$ cat config.mk
export PLATFORM = sky130hd
export DESIGN_NAME = keyboard_scan_code_to_ascii
export DESIGN_NICKNAME = d
export VERILOG_FILES = /design/src/rtl/core/ksa_pkg.sv /design/src/rtl/core/keyboard_scan_code_to_ascii.sv /design/src/rtl/core/ksa_in_reg.sv /design/src/rtl/core/ksa_xlate.sv /design/src/rtl/core/ksa_out_reg.sv
export VERILOG_INCLUDE_DIRS = /design/src /design/src/rtl/core
export SDC_FILE = /design/constraint.sdc
export NUM_CORES = 1
export LEC_CHECK = 0
export BUFFER_PORTS_ARGS = -buffer_cell sky130_fd_sc_hd__buf_2
export CAP_MARGIN = 5
export CORE_MARGIN = 3
export CORE_UTILIZATION = 54
export DETAILED_ROUTE_END_ITERATION = 12
export PLACE_DENSITY_LB_ADDON = 0.3
export RECOVER_POWER = 25
export SLEW_MARGIN = 20
export SYNTH_ARGS = -nofsm -noshare
export SYNTH_HDL_FRONTEND = slang
export SYNTH_SLANG_ARGS = --single-unit
$ cat constraint.sdc
create_clock -name clk -period 2.6 [get_ports clk]
set_input_delay 0.13 -clock clk [delete_from_list [all_inputs] [get_ports clk]]
set_output_delay 0.13 -clock clk [all_outputs]
set_load 0.01 [all_outputs]
$ cat src/rtl/core/keyboard_scan_code_to_ascii_defines.svh
// ---------------------------------------------------------------------------
// Keyboard scan code to ASCII - assertion macros
// Shared concurrent assertion forms for the translator modules.
// ---------------------------------------------------------------------------
`ifndef KEYBOARD_SCAN_CODE_TO_ASCII_DEFINES_SVH
`define KEYBOARD_SCAN_CODE_TO_ASCII_DEFINES_SVH

// Same-cycle implication, disabled while reset is high.
`define KSA_ASSERT_NOW(lbl, ck, rs, ante, cons) \
  lbl: assert property (@(posedge ck) disable iff (rs) (ante) |-> (cons)) \
    else $error("ksa same-cycle check failed");

// Next-cycle implication, disabled while reset is high.
`define KSA_ASSERT_NEXT(lbl, ck, rs, ante, cons) \
  lbl: assert property (@(posedge ck) disable iff (rs) (ante) |=> (cons)) \
    else $error("ksa next-cycle check failed");

`endif

$ cat src/rtl/core/ksa_pkg.sv
// ---------------------------------------------------------------------------
// Keyboard scan code to ASCII - package
// Scan code constants, key tables and shared types.
// ---------------------------------------------------------------------------
package ksa_pkg;

  localparam int unsigned CODE_W   = 8;
  localparam int unsigned CHAR_W   = 7;
  localparam int unsigned KEY_COUNT = 84;
  localparam int unsigned KEY_IDX_W = $clog2(KEY_COUNT);

  // Modifier, prefix and lock codes
  localparam logic [CODE_W-1:0] SC_RSHIFT_MAKE  = 8'h36;
  localparam logic [CODE_W-1:0] SC_LSHIFT_MAKE  = 8'h2A;
  localparam logic [CODE_W-1:0] SC_RSHIFT_BREAK = 8'hB6;
  localparam logic [CODE_W-1:0] SC_LSHIFT_BREAK = 8'hAA;
  localparam logic [CODE_W-1:0] SC_EXT_PREFIX   = 8'hE0;
  localparam logic [CODE_W-1:0] SC_CTRL_MAKE    = 8'h1D;
  localparam logic [CODE_W-1:0] SC_CTRL_BREAK   = 8'h9D;
  localparam logic [CODE_W-1:0] SC_ALT_MAKE     = 8'h38;
  localparam logic [CODE_W-1:0] SC_ALT_BREAK    = 8'hB8;
  localparam logic [CODE_W-1:0] SC_CAPS_MAKE    = 8'h3A;
  localparam logic [CODE_W-1:0] SC_NUM_MAKE     = 8'h45;
  localparam logic [CODE_W-1:0] SC_CAPS_BREAK   = 8'hBA;
  localparam logic [CODE_W-1:0] SC_NUM_BREAK    = 8'hC5;

  localparam logic [CODE_W-1:0] NUMPAD_FROM = 8'd70;
  localparam logic [CHAR_W-1:0] CTRL_MASK   = 7'h1F;

  // Table entries: bit 7 set marks a key with no character
  localparam logic [7:0] NO_CHAR = 8'h80;

  localparam logic [7:0] PLAIN_MAP [KEY_COUNT] = '{
    8'h00, 8'h1B, 8'h31, 8'h32, 8'h33, 8'h34, 8'h35, 8'h36,
    8'h37, 8'h38, 8'h39, 8'h30, 8'h2D, 8'h3D, 8'h08, 8'h09,
    8'h71, 8'h77, 8'h65, 8'h72, 8'h74, 8'h79, 8'h75, 8'h69,
    8'h6F, 8'h70, 8'h5B, 8'h5D, 8'h0D, 8'h80, 8'h61, 8'h73,
    8'h64, 8'h66, 8'h67, 8'h68, 8'h6A, 8'h6B, 8'h6C, 8'h3B,
    8'h27, 8'h60, 8'h80, 8'h5C, 8'h7A, 8'h78, 8'h63, 8'h76,
    8'h62, 8'h6E, 8'h6D, 8'h2C, 8'h2E, 8'h2F, 8'h80, 8'h2A,
    8'h80, 8'h20, 8'h80, 8'h80, 8'h80, 8'h80, 8'h80, 8'h80,
    8'h80, 8'h80, 8'h80, 8'h80, 8'h80, 8'h80, 8'h80, 8'h80,
    8'h80, 8'h80, 8'h80, 8'h80, 8'h80, 8'h80, 8'h80, 8'h80,
    8'h80, 8'h80, 8'h30, 8'h7F
  };

  localparam logic [7:0] UPPER_MAP [KEY_COUNT] = '{
    8'h00, 8'h1B, 8'h21, 8'h40, 8'h23, 8'h24, 8'h25, 8'h5E,
    8'h26, 8'h2A, 8'h28, 8'h29, 8'h5F, 8'h2B, 8'h08, 8'h09,
    8'h51, 8'h57, 8'h45, 8'h52, 8'h54, 8'h59, 8'h55, 8'h49,
    8'h4F, 8'h50, 8'h7B, 8'h7D, 8'h0D, 8'h80, 8'h41, 8'h53,
    8'h44, 8'h46, 8'h47, 8'h48, 8'h4A, 8'h4B, 8'h4C, 8'h3A,
    8'h22, 8'h7E, 8'h80, 8'h7C, 8'h5A, 8'h58, 8'h43, 8'h56,
    8'h42, 8'h4E, 8'h4D, 8'h3C, 8'h3E, 8'h3F, 8'h80, 8'h2A,
    8'h80, 8'h20, 8'h80, 8'h80, 8'h80, 8'h80, 8'h80, 8'h80,
    8'h80, 8'h80, 8'h80, 8'h80, 8'h80, 8'h80, 8'h80, 8'h37,
    8'h38, 8'h39, 8'h80, 8'h34, 8'h35, 8'h36, 8'h80, 8'h31,
    8'h32, 8'h33, 8'h30, 8'h7F
  };

  typedef struct packed {
    logic [CHAR_W-1:0] char_code;
    logic              alt_down;
    logic              caps_on;
    logic              num_on;
  } ksa_result_t;

endpackage

$ cat src/rtl/core/keyboard_scan_code_to_ascii.sv
// ---------------------------------------------------------------------------
// Keyboard scan code to ASCII - top level
// Set-1 scan code translator with shift, control, alt and lock tracking.
// ---------------------------------------------------------------------------
// Takes one raw set-1 scan code word per cycle and gives at most one ASCII
// word back. The code is held in the input register, and the translated word
// is registered in the result register, where it is valid on the result port.
// The sustained rate is one code per cycle: a code sits in the input register,
// goes through the flag update and key table lookup, and lands in the result
// register, so the only limit is the consumer's stall.
// Shift, control and alt make and break codes set and clear held flags; caps
// lock and num lock toggle on their break codes. None of these, the 0xE0
// prefix, the caps and num make codes, other break codes, codes 84 and up,
// or keys with no character give a word. Codes above 70 read the shifted
// table while num lock is on. While control is held the character keeps only
// its low five bits. Every word also reports alt, caps lock and num lock;
// caps lock is reported but not applied to letters. All flags clear on reset.
// ---------------------------------------------------------------------------
module keyboard_scan_code_to_ascii (
  input  logic                        clk,
  input  logic                        rst,
  input  logic                        scan_valid,
  output logic                        scan_stall,
  input  logic [ksa_pkg::CODE_W-1:0]  scan_code,
  output logic                        char_valid,
  input  logic                        char_stall,
  output logic [ksa_pkg::CHAR_W-1:0]  char_code,
  output logic                        alt_down,
  output logic                        caps_on,
  output logic                        num_on
);
  import ksa_pkg::*;

  logic                 out_free;
  logic                 stage_fire;
  logic [CODE_W-1:0]    stage_code;
  logic                 hit;
  ksa_result_t          result;

  // hold the incoming code word; advance it when the result side has room
  ksa_in_reg u_in_reg (
    .clk         (clk),
    .rst         (rst),
    .scan_valid  (scan_valid),
    .scan_code   (scan_code),
    .scan_stall  (scan_stall),
    .out_free    (out_free),
    .stage_code  (stage_code),
    .stage_fire  (stage_fire)
  );

  // update flags and look the key up; flags change only when the word moves on
  ksa_xlate u_xlate (
    .clk    (clk),
    .rst    (rst),
    .fire   (stage_fire),
    .code   (stage_code),
    .hit    (hit),
    .result (result)
  );

  // capture a translated word; drop codes that give no character
  ksa_out_reg u_out_reg (
    .clk        (clk),
    .rst        (rst),
    .load       (stage_fire & hit),
    .result     (result),
    .char_stall (char_stall),
    .char_valid (char_valid),
    .char_code  (char_code),
    .alt_down   (alt_down),
    .caps_on    (caps_on),
    .num_on     (num_on),
    .out_free   (out_free)
  );

endmodule

$ cat src/rtl/core/ksa_in_reg.sv
// ---------------------------------------------------------------------------
// Keyboard scan code to ASCII - input register
// Holds one scan code word until the translate stage takes it.
// ---------------------------------------------------------------------------
module ksa_in_reg (
  input  logic                         clk,
  input  logic                         rst,
  input  logic                         scan_valid,
  input  logic [ksa_pkg::CODE_W-1:0]   scan_code,
  output logic                         scan_stall,
  input  logic                         out_free,
  output logic [ksa_pkg::CODE_W-1:0]   stage_code,
  output logic                         stage_fire
);
  import ksa_pkg::*;

  logic stage_valid;
  logic take;

  // advance the held word whenever the result side has room
  assign stage_fire = stage_valid & out_free;
  assign scan_stall = stage_valid & ~out_free;
  assign take       = scan_valid & ~scan_stall;

  always_ff @(posedge clk) begin
    if (rst) begin
      stage_valid <= 1'b0;
    end else if (take) begin
      stage_valid <= 1'b1;
    end else if (stage_fire) begin
      stage_valid <= 1'b0;
    end
  end

  always_ff @(posedge clk) begin
    if (take) begin
      stage_code <= scan_code;
    end
  end

endmodule

$ cat src/rtl/core/ksa_xlate.sv
// ---------------------------------------------------------------------------
// Keyboard scan code to ASCII - translate stage
// Modifier and lock flags plus the table lookup for one scan code.
// ---------------------------------------------------------------------------
`include "keyboard_scan_code_to_ascii_defines.svh"

module ksa_xlate (
  input  logic                        clk,
  input  logic                        rst,
  input  logic                        fire,
  input  logic [ksa_pkg::CODE_W-1:0]  code,
  output logic                        hit,
  output ksa_pkg::ksa_result_t        result
);
  import ksa_pkg::*;

  logic shift_held, ctrl_held, alt_held, caps_lock, num_lock;
  logic shift_held_next, ctrl_held_next, alt_held_next, caps_lock_next, num_lock_next;
  logic                 is_mod;
  logic                 in_range;
  logic                 use_upper;
  logic [KEY_IDX_W-1:0] key_idx;
  logic [7:0]           entry;
  logic [CHAR_W-1:0]    ch;

  always_comb begin
    shift_held_next = shift_held;
    ctrl_held_next  = ctrl_held;
    alt_held_next   = alt_held;
    caps_lock_next  = caps_lock;
    num_lock_next   = num_lock;
    is_mod          = 1'b1;
    case (code)
      SC_RSHIFT_MAKE, SC_LSHIFT_MAKE:   shift_held_next = 1'b1;
      SC_RSHIFT_BREAK, SC_LSHIFT_BREAK: shift_held_next = 1'b0;
      SC_CTRL_MAKE:                     ctrl_held_next  = 1'b1;
      SC_CTRL_BREAK:                    ctrl_held_next  = 1'b0;
      SC_ALT_MAKE:                      alt_held_next   = 1'b1;
      SC_ALT_BREAK:                     alt_held_next   = 1'b0;
      SC_EXT_PREFIX, SC_CAPS_MAKE, SC_NUM_MAKE: is_mod = 1'b1;
      SC_CAPS_BREAK:                    caps_lock_next  = ~caps_lock;
      SC_NUM_BREAK:                     num_lock_next   = ~num_lock;
      default:                          is_mod          = 1'b0;
    endcase
  end

  // keypad codes follow num lock or shift, everything else follows shift only
  assign in_range  = code < CODE_W'(KEY_COUNT);
  assign key_idx   = code[KEY_IDX_W-1:0];
  assign use_upper = (code > NUMPAD_FROM) ? (num_lock | shift_held) : shift_held;
  assign entry     = use_upper ? UPPER_MAP[key_idx] : PLAIN_MAP[key_idx];
  assign ch        = ctrl_held ? (entry[CHAR_W-1:0] & CTRL_MASK) : entry[CHAR_W-1:0];
  assign hit       = ~is_mod & in_range & ~entry[7];

  assign result.char_code = ch;
  assign result.alt_down  = alt_held;
  assign result.caps_on   = caps_lock;
  assign result.num_on    = num_lock;

  always_ff @(posedge clk) begin
    if (rst) begin
      shift_held <= 1'b0;
      ctrl_held  <= 1'b0;
      alt_held   <= 1'b0;
      caps_lock  <= 1'b0;
      num_lock   <= 1'b0;
    end else if (fire) begin
      shift_held <= shift_held_next;
      ctrl_held  <= ctrl_held_next;
      alt_held   <= alt_held_next;
      caps_lock  <= caps_lock_next;
      num_lock   <= num_lock_next;
    end
  end

  `KSA_ASSERT_NOW(a_mod_no_char, clk, rst, is_mod, !hit)
  `KSA_ASSERT_NEXT(a_num_toggle, clk, rst, fire && (code == SC_NUM_BREAK), num_lock != $past(num_lock))
  `KSA_ASSERT_NEXT(a_ctrl_set, clk, rst, fire && (code == SC_CTRL_MAKE), ctrl_held)
  `KSA_ASSERT_NOW(a_ctrl_mask, clk, rst, hit && ctrl_held, result.char_code[6:5] == 2'b00)

endmodule

$ cat src/rtl/core/ksa_out_reg.sv
// ---------------------------------------------------------------------------
// Keyboard scan code to ASCII - result register
// Holds a translated word until the consumer takes it.
// ---------------------------------------------------------------------------
module ksa_out_reg (
  input  logic                          clk,
  input  logic                          rst,
  input  logic                          load,
  input  ksa_pkg::ksa_result_t          result,
  input  logic                          char_stall,
  output logic                          char_valid,
  output logic [ksa_pkg::CHAR_W-1:0]    char_code,
  output logic                          alt_down,
  output logic                          caps_on,
  output logic                          num_on,
  output logic                          out_free
);
  import ksa_pkg::*;

  ksa_result_t held;

  assign out_free = ~char_valid | ~char_stall;

  always_ff @(posedge clk) begin
    if (rst) begin
      char_valid <= 1'b0;
    end else if (out_free) begin
      char_valid <= load;
    end
  end

  always_ff @(posedge clk) begin
    if (load) begin
      held <= result;
    end
  end

  assign char_code = held.char_code;
  assign alt_down  = held.alt_down;
  assign caps_on   = held.caps_on;
  assign num_on    = held.num_on;

endmodule
==> results.sh <==
export IMPL_nets=353
export IMPL_period_minus_slack_ns=2.36
export IMPL_postCtsHoldBufs=0
export IMPL_gp_congestion=0.955
export IMPL_cp_startpoint="u_in_reg.stage_code[1]"
export IMPL_cts_setup_buffers=0
export IMPL_root_buffer="clkbuf_8"
export IMPL_port_buffers=23
export IMPL_cpLargestDelayFamily="compound AO/OA/AOI/OAI gates"
export IMPL_diodes=0
export IMPL_synthCells=306
export IMPL_rrSetupSlack_ns=0.24
export IMPL_numCtsBuffers=3
export IMPL_maxCapViolations=0
export IMPL_clk_latency_ns=0.27
export IMPL_drive_above_1_share=0.183
export IMPL_synthFlopType="edfxtp_1"
export IMPL_cpMaxStageDelayCell="edfxtp_1"
export IMPL_r2r_cells=8
export IMPL_setup_worst_path_start_class="flip-flop"
export IMPL_clk_path_buf_depth=2
export IMPL_synthTopCellsByArea="edfxtp_1 22%, ha_1 6.6%, a21oi_1 6.1%"
export IMPL_cpPeakStageDelay_ns=0.41
export IMPL_p_sw_mw=0.331
export IMPL_synth_seq_cells=25
export IMPL_yosys_warnings=0
export IMPL_core_area_um2=4170
export IMPL_reg2reg_to="u_out_reg.alt_down"
export IMPL_die_x_um=73.3
export IMPL_finalClockSkew_ns=0.00528
export IMPL_endpoint="u_out_reg.alt_down"
export IMPL_antenna_left=0
export IMPL_grt_pass1_vias=2357
export IMPL_comb_power_share=0.309
export IMPL_hp_class="input port to flip-flop"
export IMPL_cts_tree="built"
export IMPL_p_leak_nw=1.08
export IMPL_p_int_mw=0.663
export IMPL_clkSinkCount=25
export IMPL_setup_tns_ns=0
export IMPL_dr_total_vias=2574
export IMPL_regMostFlops="u_in_reg.stage_code"
export IMPL_synth_top_area_share=0.221
export IMPL_htreeDepth=1
export IMPL_required_ns=2.54
export IMPL_netlist_cell_type_count=60
export IMPL_status="complete, no violations"
export IMPL_wire_per_inst_um=19.5
export IMPL_finalMaxSlewViolations=0
export IMPL_antenna_found_initial=0
export IMPL_grt_max_degree=41
export IMPL_synth_seq_area_share=0.278
export IMPL_die_area_um2=5370
export IMPL_cts_clk_slew_worst_paths_ns=0.09
export IMPL_io_pins=24
export IMPL_syn_avg_cell_area_um2=7.99
export IMPL_path_buf_inv=2
export IMPL_p_seq_frac=0.453
export IMPL_synth_cell_area_um2=2450
export IMPL_fmax_ghz=0.423
export IMPL_whs_ns=0.0310
export IMPL_viasPerCell=6.83
export IMPL_syn_nets=331
export IMPL_final_area_um2=2710
export IMPL_initialDrtViolationCount=435
export IMPL_cts_resized=0
export IMPL_final_hold_viol_count=0
export IMPL_irDropWorstVdd_mv=0.407
export IMPL_endpoint_kind="flip-flop"
export IMPL_period_share=0.909
export IMPL_slew_headroom=0.577
export IMPL_rsz0062_at_grt="false"
export IMPL_timing_rr_start="u_in_reg.stage_code[1]"
export IMPL_drtPass1Iterations=5
export IMPL_postPlaceCellArea_um2=2660
export IMPL_hpwl_mm=5.30
export IMPL_crit_cells=8
export IMPL_area_delta_synth_final_pct=10.8
export IMPL_path_cells="inv_1 > ha_1 > buf_4 > nor2b_4 > nand2_1 > o21ai_0 > a221o_1 > a21oi_4"
export IMPL_die_h_um=73.3
export IMPL_ys_async_sr_fraction=0
export IMPL_grt_usage=0.286
export IMPL_grt_pass1_wl_mm=11.9
export IMPL_tightestPinTransition_ns=0.634
export IMPL_p_clk_frac=0.238
export IMPL_arrival_ns=2.30
export IMPL_power_density_nw_per_um2=366
export IMPL_largest_reg_flops=8
export IMPL_core_rowCount=23
export IMPL_worstSetupPathType="flip-flop to flip-flop"
export IMPL_finalWirelength_mm=7.34
export IMPL_path_max_fanout=10
export IMPL_start_util=0.586
export IMPL_synth_enable_flop_cells=18
export IMPL_switching_share=0.333
export IMPL_gr_total_overflow=0
export IMPL_drc=0
export IMPL_setup_viol=0
export IMPL_synth_top_area_cell="edfxtp_1"
==> layout make-up <==
cell class	instances	area, um^2
Clock buffer	3	41.3
Tap cell	50	62.6
Multi-Input combinational cell	246	1590
Timing Repair Buffer	44	297
Fill cell	347	1460
Inverter	8	30.0
Clock inverter	1	7.51
Sequential cell	25	681
==> worst register-to-register path: cells and delay by family (launching register included) <==
kind	cells	cell delay (ns)
compound gates	3	0.81
fa+ha+maj	1	0.29
buf+inv	2	0.41
flops	1	0.41
simple gates	2	0.10
==> layout by cell type (no fill, tap or decap), types with 4 or more instances in the layout <==
cell       n
nand2_1   22
o21ai_1    5
nand3_1   10
buf_2     22
buf_4     19
and2_1     5
ha_1      13
dfxtp_1    7
o31ai_1    8
nor2_1    29
nor3_1     9
mux2i_1    6
a211oi_1   4
a21oi_1   29
nor2b_1    7
o21ai_0   27
o211ai_1   4
edfxtp_1  18
inv_1      6
nand2b_1   8
==> per-layer routing <==
metal / wire (um) / GRT usage / part of all wire / vias to the layer above
met3: 604 / 0.0410 / 0.082 / 39
met2: 3290 / 0.441 / 0.45 / 157
met5: 0 / 0 / 0 / -
met1: 3090 / 0.394 / 0.42 / 1199
met4: 352 / 0.139 / 0.048 / 0
li1: - / - / - / 1179
==> cell families (layout without fill, tap and decap cells) <==
| logic type | Yosys count | in the layout | synth area share |
|---|---|---|---|
| buffers and inverters | 35 | 56 | 0.0752 |
| flip-flops | 25 | 25 | 0.278 |
| AO/OA/AOI/OAI | 119 | 119 | 0.329 |
| adder cells (fa/ha/maj) | 13 | 13 | 0.0665 |
| multiplexers | 6 | 6 | 0.0246 |
| AND/OR/NAND/NOR | 103 | 103 | 0.208 |
| XOR/XNOR | 5 | 5 | 0.0179 |
==> power by group through the flow <==
stage          Sequential, mW  Combinational, mW  Clock (mW)
2_1_floorplan           0.460              0.210           0
3_3_place_gp            0.459              0.301           0
3_5_place_dp            0.459              0.299           0
4_1_cts                 0.450              0.300       0.239
5_1_grt                 0.452              0.334       0.253
6_report                0.450              0.307       0.236
==> synth_stat cells (all sizes together) (4+ instances only) <==
cell type / count
nor3: 9
clkbuf: 7
dfxtp: 7
o211ai: 4
buf: 20
mux2i: 6
nand2: 22
o21ai: 32
edfxtp: 18
a21oi: 30
and2: 5
a211oi: 6
o31ai: 8
inv: 8
nand2b: 8
nor2: 30
nor2b: 9
nand3: 10
ha: 13
==> worst min path at each step <==
| stage | start | end | slack (ns) | cells past startpoint |
|---|---|---|---|---|
| 6_report | scan_code[1] | u_in_reg.stage_code[1] | 0.03 | 1 |
| 5_1_grt | scan_code[6] | u_in_reg.stage_code[6] | 0.02 | 1 |
| 4_1_cts | scan_code[0] | u_in_reg.stage_code[0] | 0.03 | 1 |
| 3_5_place_dp | scan_code[0] | u_in_reg.stage_code[0] | 0.31 | 1 |
| 3_3_place_gp | scan_code[5] | u_in_reg.stage_code[5] | 0.31 | 1 |
| 2_1_floorplan | rst | u_xlate.ctrl_held | 0.19 | 1 |
==> stage by stage <==
stage                     power [mW]  setup slack, ns   util  cells
after floorplan                0.669           0.0737      -    306
after global placement         0.759            0.328  0.638    373
after detailed placement       0.758            0.251  0.638    373
after CTS                      0.990            0.240  0.650    377
after global routing            1.04           0.0514  0.650    377
final                          0.994            0.237  0.650    377
Power figures use the tool's default switching activity.
